### src/design/rbc_pkg.sv
// Shared constants, types and helper functions for the radix base converter.
`default_nettype none
package rbc_pkg;
    localparam int OUT_DIGITS_DEF = 64;
    localparam int BASE_W  = 12;
    localparam int DIGIT_W = 11;
    localparam int VAL_W   = 24;
    localparam int CFG_IDX_W = 2;
    localparam int TDATA_W = 16;

    localparam logic [CFG_IDX_W-1:0] REG_INPUT_BASE  = 2'd0;
    localparam logic [CFG_IDX_W-1:0] REG_OUTPUT_BASE = 2'd1;

    localparam logic [BASE_W-1:0] BASE_MIN = 12'd2;
    localparam logic [BASE_W-1:0] BASE_MAX = 12'd2048;

    // divider result handed back to the sequencer
    typedef struct packed {
        logic             done;
        logic             busy;
        logic [VAL_W-1:0] quot;
        logic [BASE_W-1:0] rem;
    } div_stat_t;

    function automatic logic [BASE_W-1:0] clamp_base(input logic [BASE_W-1:0] b);
        logic [BASE_W-1:0] r;
        r = b;
        if (b < BASE_MIN) r = BASE_MIN;
        else if (b > BASE_MAX) r = BASE_MAX;
        return r;
    endfunction
endpackage
`default_nettype wire

### src/design/radix_base_converter.sv
// Radix base converter top level: sequencer, digit store and divider.
// Per input digit: OUT_DIGITS carry steps, each a store read, a multiply-add and a serial
// divide by the output base; on the last digit, the output digits follow, most significant
// first, each held in the output register until it is taken downstream.
// One item is in work at a time. Synchronous active-low reset restores the base
// registers to 256 and 58 and marks the store empty (reads as zero), overflow cleared.
`default_nettype none
module radix_base_converter #(
    parameter int OUT_DIGITS = rbc_pkg::OUT_DIGITS_DEF
) (
    input  wire logic                          aclk,
    input  wire logic                          aresetn,
    input  wire logic                          cfg_we,
    input  wire logic [rbc_pkg::CFG_IDX_W-1:0] cfg_addr,
    input  wire logic [rbc_pkg::BASE_W-1:0]    cfg_wdata,
    input  wire logic                          s_tvalid,
    output logic                               s_tready,
    input  wire logic [rbc_pkg::TDATA_W-1:0]   s_tdata,  // [10:0] digit_in
    input  wire logic                          s_tlast,  // last_in
    output logic                               m_tvalid,
    input  wire logic                          m_tready,
    output logic      [rbc_pkg::TDATA_W-1:0]   m_tdata,  // [10:0] digit_out
    output logic                               m_tlast,  // last_out
    output logic                               m_tuser   // overflow
);
    localparam int IDX_W = (OUT_DIGITS > 1) ? $clog2(OUT_DIGITS) : 1;
    localparam logic [IDX_W-1:0] IDX_LAST = IDX_W'(OUT_DIGITS - 1);

    typedef enum logic [2:0] {
        IDLE, LOAD, MULADD, DIVIDE, EMIT_RD, EMIT_LD, EMIT_HOLD
    } state_t;

    state_t                       state_reg, state_next;
    logic [IDX_W-1:0]             idx_reg, idx_next, top_reg, top_next;
    logic [rbc_pkg::VAL_W-1:0]    carry_reg, carry_next;
    logic                         last_reg, last_next, ovf_reg, ovf_next;
    logic [rbc_pkg::BASE_W-1:0]   in_base_reg, out_base_reg;
    logic [rbc_pkg::DIGIT_W-1:0]  odata_reg, odata_next;
    logic                         olast_reg, olast_next, ovalid_reg, ovalid_next;
    logic                         oovf_reg, oovf_next;

    logic                         wr_en;
    logic [rbc_pkg::DIGIT_W-1:0]  wr_data, rd_data;
    logic                         div_start;
    logic [rbc_pkg::VAL_W-1:0]    mac;
    rbc_pkg::div_stat_t           dstat;

    rbc_store #(.OUT_DIGITS(OUT_DIGITS)) u_store (
        .aclk(aclk), .aresetn(aresetn),
        .wr_en(wr_en), .wr_addr(idx_reg), .wr_data(wr_data),
        .rd_addr(idx_reg), .rd_data(rd_data)
    );

    assign mac = (rbc_pkg::VAL_W'(rd_data)
                  * rbc_pkg::VAL_W'(rbc_pkg::clamp_base(in_base_reg))) + carry_reg;

    rbc_divider u_div (
        .aclk(aclk), .aresetn(aresetn), .start(div_start), .dividend(mac),
        .divisor(rbc_pkg::clamp_base(out_base_reg)), .stat(dstat)
    );

    always_comb begin
        state_next  = state_reg;
        idx_next    = idx_reg;
        top_next    = top_reg;
        carry_next  = carry_reg;
        last_next   = last_reg;
        ovf_next    = ovf_reg;
        odata_next  = odata_reg;
        olast_next  = olast_reg;
        oovf_next   = oovf_reg;
        ovalid_next = ovalid_reg;
        wr_en       = 1'b0;
        wr_data     = '0;
        div_start   = 1'b0;
        unique case (state_reg)
            IDLE: begin
                if (s_tvalid) begin
                    carry_next = rbc_pkg::VAL_W'(s_tdata[rbc_pkg::DIGIT_W-1:0]);
                    last_next  = s_tlast;
                    idx_next   = '0;
                    top_next   = '0;
                    state_next = LOAD;
                end
            end
            LOAD:   state_next = MULADD;
            MULADD: begin
                div_start  = 1'b1;
                state_next = DIVIDE;
            end
            DIVIDE: begin
                if (dstat.done) begin
                    wr_en      = 1'b1;
                    wr_data    = dstat.rem[rbc_pkg::DIGIT_W-1:0];
                    carry_next = dstat.quot;
                    if (dstat.rem != '0) top_next = idx_reg;
                    if (idx_reg == IDX_LAST) begin
                        if (dstat.quot != '0) ovf_next = 1'b1;
                        idx_next   = (dstat.rem != '0) ? idx_reg : top_reg;
                        state_next = last_reg ? EMIT_RD : IDLE;
                    end else begin
                        idx_next   = idx_reg + 1'b1;
                        state_next = LOAD;
                    end
                end
            end
            EMIT_RD: state_next = EMIT_LD;
            EMIT_LD: begin
                // hand the digit out and clear its entry
                odata_next  = rd_data;
                olast_next  = (idx_reg == '0);
                oovf_next   = ovf_reg;
                ovalid_next = 1'b1;
                wr_en       = 1'b1;
                state_next  = EMIT_HOLD;
            end
            EMIT_HOLD: begin
                if (m_tready) begin
                    ovalid_next = 1'b0;
                    if (idx_reg == '0) begin
                        ovf_next   = 1'b0;
                        state_next = IDLE;
                    end else begin
                        idx_next   = idx_reg - 1'b1;
                        state_next = EMIT_RD;
                    end
                end
            end
            default: state_next = IDLE;
        endcase
    end

    always_ff @(posedge aclk) begin
        if (!aresetn) begin
            state_reg    <= IDLE;
            ovf_reg      <= 1'b0;
            ovalid_reg   <= 1'b0;
            in_base_reg  <= 12'd256;
            out_base_reg <= 12'd58;
        end else begin
            state_reg  <= state_next;
            ovf_reg    <= ovf_next;
            ovalid_reg <= ovalid_next;
            if (cfg_we) begin
                unique case (cfg_addr)
                    rbc_pkg::REG_INPUT_BASE:  in_base_reg  <= cfg_wdata;
                    rbc_pkg::REG_OUTPUT_BASE: out_base_reg <= cfg_wdata;
                    default: ;
                endcase
            end
        end
        idx_reg   <= idx_next;
        top_reg   <= top_next;
        carry_reg <= carry_next;
        last_reg  <= last_next;
        odata_reg <= odata_next;
        olast_reg <= olast_next;
        oovf_reg  <= oovf_next;
    end

    assign s_tready = (state_reg == IDLE);
    assign m_tvalid = ovalid_reg;
    assign m_tdata  = rbc_pkg::TDATA_W'(odata_reg);
    assign m_tlast  = olast_reg;
    assign m_tuser  = oovf_reg;

    // no input is taken while a digit is on offer
    a_no_overlap: assert property (@(posedge aclk) disable iff (!aresetn)
        !(s_tready && m_tvalid)) else $error("input ready while output pending");
    // divider is never started while busy
    a_div_start: assert property (@(posedge aclk) disable iff (!aresetn)
        div_start |-> !dstat.busy) else $error("divider restarted while busy");
    // a result is only offered from the hold state
    a_valid_hold: assert property (@(posedge aclk) disable iff (!aresetn)
        m_tvalid |-> state_reg == EMIT_HOLD) else $error("stray output valid");
    // final digit ends emission
    a_last_idle: assert property (@(posedge aclk) disable iff (!aresetn)
        (m_tvalid && m_tready && m_tlast) |=> s_tready) else $error("no return to idle");
endmodule
`default_nettype wire

### src/design/rbc_store.sv
// Output digit store: one write port, one registered read port, per-entry valid bits.
`default_nettype none
module rbc_store #(
    parameter int OUT_DIGITS = rbc_pkg::OUT_DIGITS_DEF,
    localparam int IDX_W = (OUT_DIGITS > 1) ? $clog2(OUT_DIGITS) : 1
) (
    input  wire logic                        aclk,
    input  wire logic                        aresetn,
    input  wire logic                        wr_en,
    input  wire logic [IDX_W-1:0]            wr_addr,
    input  wire logic [rbc_pkg::DIGIT_W-1:0] wr_data,
    input  wire logic [IDX_W-1:0]            rd_addr,
    output logic      [rbc_pkg::DIGIT_W-1:0] rd_data
);
    logic [rbc_pkg::DIGIT_W-1:0] mem [OUT_DIGITS];
    logic [OUT_DIGITS-1:0]       valid_reg;

    always_ff @(posedge aclk) begin
        if (wr_en) begin
            mem[wr_addr] <= wr_data;
        end
        // unwritten entries read as zero
        rd_data <= valid_reg[rd_addr] ? mem[rd_addr] : '0;
    end

    always_ff @(posedge aclk) begin
        if (!aresetn) begin
            valid_reg <= '0;
        end else if (wr_en) begin
            valid_reg[wr_addr] <= 1'b1;
        end
    end
endmodule
`default_nettype wire

### src/design/rbc_divider.sv
// Restoring divider, one quotient bit per cycle.
`default_nettype none
module rbc_divider (
    input  wire logic                       aclk,
    input  wire logic                       aresetn,
    input  wire logic                       start,
    input  wire logic [rbc_pkg::VAL_W-1:0]  dividend,
    input  wire logic [rbc_pkg::BASE_W-1:0] divisor,
    output rbc_pkg::div_stat_t              stat
);
    localparam int CNT_W = $clog2(rbc_pkg::VAL_W + 1);

    logic [CNT_W-1:0]            cnt_reg;
    logic                        busy_reg, done_reg;
    logic [rbc_pkg::VAL_W-1:0]   quo_reg;
    logic [rbc_pkg::BASE_W-1:0]  rem_reg, dvs_reg;
    logic [rbc_pkg::BASE_W:0]    trial;
    logic                        ge;

    assign trial = {rem_reg, quo_reg[rbc_pkg::VAL_W-1]};
    assign ge    = trial >= {1'b0, dvs_reg};

    always_ff @(posedge aclk) begin
        if (!aresetn) begin
            busy_reg <= 1'b0;
            done_reg <= 1'b0;
            cnt_reg  <= '0;
        end else begin
            done_reg <= 1'b0;
            if (start && !busy_reg) begin
                busy_reg <= 1'b1;
                cnt_reg  <= CNT_W'(rbc_pkg::VAL_W);
                quo_reg  <= dividend;
                rem_reg  <= '0;
                dvs_reg  <= divisor;
            end else if (busy_reg) begin
                rem_reg <= ge ? rbc_pkg::BASE_W'(trial - {1'b0, dvs_reg})
                              : trial[rbc_pkg::BASE_W-1:0];
                quo_reg <= {quo_reg[rbc_pkg::VAL_W-2:0], ge};
                cnt_reg <= cnt_reg - 1'b1;
                if (cnt_reg == CNT_W'(1)) begin
                    busy_reg <= 1'b0;
                    done_reg <= 1'b1;
                end
            end
        end
    end

    assign stat.done = done_reg;
    assign stat.busy = busy_reg;
    assign stat.quot = quo_reg;
    assign stat.rem  = rem_reg;
endmodule
`default_nettype wire

### config.mk
export PLATFORM = sky130hd
export DESIGN_NAME = radix_base_converter
export DESIGN_NICKNAME = d
export VERILOG_FILES = /design/src/design/rbc_pkg.sv /design/src/design/radix_base_converter.sv /design/src/design/rbc_store.sv /design/src/design/rbc_divider.sv
export SDC_FILE = /design/constraint.sdc
export NUM_CORES = 1
export LEC_CHECK = 0
export ABC_AREA = 1
export ABC_CLOCK_PERIOD_IN_PS = 7290
export BUFFER_PORTS_ARGS = -buffer_cell sky130_fd_sc_hd__buf_2
export CELL_PAD_IN_SITES_DETAIL_PLACEMENT = 1
export CELL_PAD_IN_SITES_GLOBAL_PLACEMENT = 1
export CORE_MARGIN = 1.5
export CORE_UTILIZATION = 50
export CTS_CLUSTER_SIZE = 28
export DETAILED_ROUTE_END_ITERATION = 16
export PLACE_DENSITY = 0.85
export SLEW_MARGIN = 20
export SYNTH_ARGS = -nofsm -noshare
export SYNTH_HDL_FRONTEND = slang
export SYNTH_SLANG_ARGS = --single-unit
### constraint.sdc
create_clock -name aclk -period 7.29 [get_ports aclk]
set_clock_uncertainty 0.15 [all_clocks]
set_input_delay 0.3645 -clock aclk [delete_from_list [all_inputs] [get_ports aclk]]
set_output_delay 0.3645 -clock aclk [all_outputs]
set_load 0.005 [all_outputs]
==> results_dict.tcl <==
set metrics [dict create \
    outcome "finished with violations" \
    failing_checks "DRC" \
    drt_drc_violations_left 2 \
    synth_async_sr_flop_share_pct 0 \
    grt_first_pass_wirelength_mm 215 \
    cts_inserted_buffers 97 \
    unrepaired_setup_endpoints_after_global_routing "no" \
    post-layout-total-power_mw 12.5 \
    floorplan.core_area_mm2 0.0886 \
    via_per_inst 5.62 \
    antenna_found_initial 2 \
    holdPathStages 4 \
    post_route_cells_drive_above_1_share_pct 6.24 \
    port_buffers 45 \
    post_cts.resized_instances 0 \
    synthesis.area_per_instance_um2 9.14 \
    cts.reportedPaths.clkPinSlew_ps 70 \
    critical_path.slowest_cell "fa_1" \
    synth_warnings 0 \
    critPathMostFrequentCell "fa_1" \
    arrival_time_at_the_worst_endpoint_ps 6830 \
    static-leakage-power_nw 23.6 \
    worst_path_dominant_cell_family "adder cells" \
    ant_nets 0 \
    clk_root_buffer_cell "clkbuf_16" \
    postSynthRegisterBits 913 \
    detail_route.iter0.violations 3208 \
    setup_violations 0 \
    gp_congestion 0.882 \
    initial_core_util_pct 50.5 \
    max-clock-path-buffers 3 \
    nFillCells 10153 \
    route.final.wire_length_mm 142 \
    post_synth_num_cell_types 43 \
    grt_max_degree 183 \
    chipWidth_um 302 \
    cts_tree "done" \
    crit_required_ps 7550 \
    placed_cell_area_mm2 0.0460 \
    postCtsHoldBufs 34 \
    r2r.worst_path.cells 21 \
    synth_sequential_area_ratio_pct 58.7 \
    post-route-period-util_pct 90.1 \
    critical_path_peak_fanout 9 \
    synth-edff-count 802 \
    synthTopCellsByArea "edfxtp_1 54%, nand2_1 21%, fa_1 5.0%" \
    synth_top_area_share_pct 53.7 \
    timing.fmax_ghz 0.152 \
    regArea_mm2 0.0263 \
    vdd.ir_drop.worst_mv 0.342 \
    cts_setup_buffers 0 \
    fin_nets 5158 \
    drt_first_pass_iters 13 \
    yosys.area.top_type "edfxtp_1" \
    tns_ps 0 \
    cap_viol_max_count 0 \
    global_route.usage.total_pct 31.2 \
    timing.final.max_slew_violations 0 \
    wl_per_cell_um 22.9 \
    worstPathCellList "nor4_1, nand3_1, nand2_1, nand2_1, inv_1, nand2_1, fa_1, fa_1, fa_1, inv_1, fa_1, inv_1, fa_1, inv_1, ha_1, a21oi_1, o21a_1, nand3_1, or2_2, nand3_1, o21ai_0" \
    yosys_most_used_dff "edfxtp_1" \
    yosysMostFrequentCell "nand2_1" \
    finalHoldViolCount 0 \
    post_synth_most_frequent_cells "2,537 x nand2_1, 802 x edfxtp_1, 390 x inv_1" \
    routed-via-count 34701 \
    num_io_pins 56 \
    ctsHtreeMaxLevel 3 \
    critical_path_depth 21 \
    worst_slew_margin_rel_pct 27.3 \
    worst_path_largest_cell_delay_ps 590 \
    design.die.area_mm2 0.0914 \
    timing.final.crit_period_ps 6570 \
    max_reg_flops 704 \
    final_design_instance_area_without_fill_mm2 0.0495 \
    timing.critical_path.to_type "flip-flop" \
    hpwlAfterDp_mm 84.0 \
    via_count_of_the_first_global_routing_pass 37166 \
    power_density_mw_per_mm2 252 \
    cts_sinks 913 \
    crit_buf_inv 4 \
    worst_slew_pin_slew_ps 1090 \
    gr-total-overflow 0 \
    placement_rows 109 \
    syn_to_final_growth_pct 10.6 \
    timing.hold.worst.class "primary input to flip-flop" \
    syn_area_mm2 0.0448 \
    clock_latency_ps 720 \
    multi_input_comb_area_mm2 0.0160 \
    netlist_instances 4900 \
    timing.setup.critical_path_class "flip-flop to flip-flop" \
    dieHeight_um 302 \
    worstSetupStartpointType "flip-flop" \
]
logic make-up (layout without fill, tap and decap cells):
family,Yosys count,after routing,synth area share [%]
AO/OA/AOI/OAI,150,150,1.82
XOR/XNOR,16,16,0.313
adder cells (fa/ha/maj),190,190,7.20
buffers and inverters,612,722,5.94
flip-flops,913,913,58.7
other,1,6,0.00837
AND/OR/NAND/NOR,3018,3018,26.0
worst min-delay path, cell delays in order:
cell and delay (ps):
buf_2 100, nor3_2 110, o21ai_0 190, nor2_1 70
per-layer routing:
layer	up-vias	wire, um	track usage [%]
li1	15464	-	-
met1	17410	55100	39.0
met2	1431	69900	53.5
met3	396	9860	4.35
met4	0	6910	14.6
met5	-	0	0
report_power, final:
part,internal [mW],switching [mW]
clock,2.80,2.23
combinational,0.295,1.36
sequential,5.74,0.0846
total,8.83,3.66
stage by stage:
stage | std cells | utilization (%) | setup WS (ps) | hold WS [ps]
2_1_floorplan | 4904 | - | 1820 | 256
3_3_place_gp | 5964 | 51.9 | 1060 | 276
3_5_place_dp | 5964 | 51.9 | 889 | 297
4_1_cts | 6179 | 55.9 | 841 | 20.0
5_1_grt | 6180 | 55.9 | 421 | 53.1
6_report | 6180 | 55.9 | 722 | 26.7
cell usage in the layout, fill, tap and decap left out, types with 4 or more instances in the layout:
cell           netlist  final
nor4_1               9      9
nand2_1           2537   2537
edfxtp_1           802    802
o211ai_1             8      8
clkbuf_1            46     27
dfxtp_1            111    111
a21oi_1             52     52
clkbuf_16            0     97
xor2_1               8      8
or2_2                7      7
buf_12               0      5
nor3_2               2      4
clkbuf_8             0      6
nand4_1             12     12
o21ai_0             71     69
buf_4               26     50
dlygate4sd3_1        0     34
o21a_1               4      4
nor2_2              11     23
nor3_1              12     10
nor2_4               6     18
buf_2               95     45
conb_1               1      5
ha_1                77     77
clkinv_1             3     15
inv_2               11     10
fa_1               113    113
bufinv_16            0      7
nor2_1             347    323
inv_1              390    390
xnor2_1              8      8
clkinvlp_4           0      5
a31oi_1              6      6
clkinv_16            0      5
clkinv_2             1     21
nand3b_1            15     15
nand3_1             54     54
o21bai_1             4      4
path summary, 6_finish.rpt:
kind | slack (ps) | start | endpoint
max | 720 | in_base_reg[9] | u_div.quo_reg[12]
min | 30 | cfg_addr[0] | in_base_reg[10]
max reg2reg | 720 | in_base_reg[9] | u_div.quo_reg[12]
min reg2reg | 310 | u_store.valid_reg[20] | u_store.valid_reg[20]
area by class of cell:
| class | instances | share of cell area (%) |
|---|---|---|
| sequential | 913 | 53.1 |
| antenna | 1 | 0.00505 |
| tap | 1165 | 2.94 |
| multi-input combinational | 3379 | 32.3 |
| inverter | 407 | 3.13 |
| clock inverter | 51 | 1.17 |
| clock buffer | 130 | 5.27 |
| timing repair buffer | 134 | 2.10 |
No activity file was read; power rests on OpenSTA's default activity.
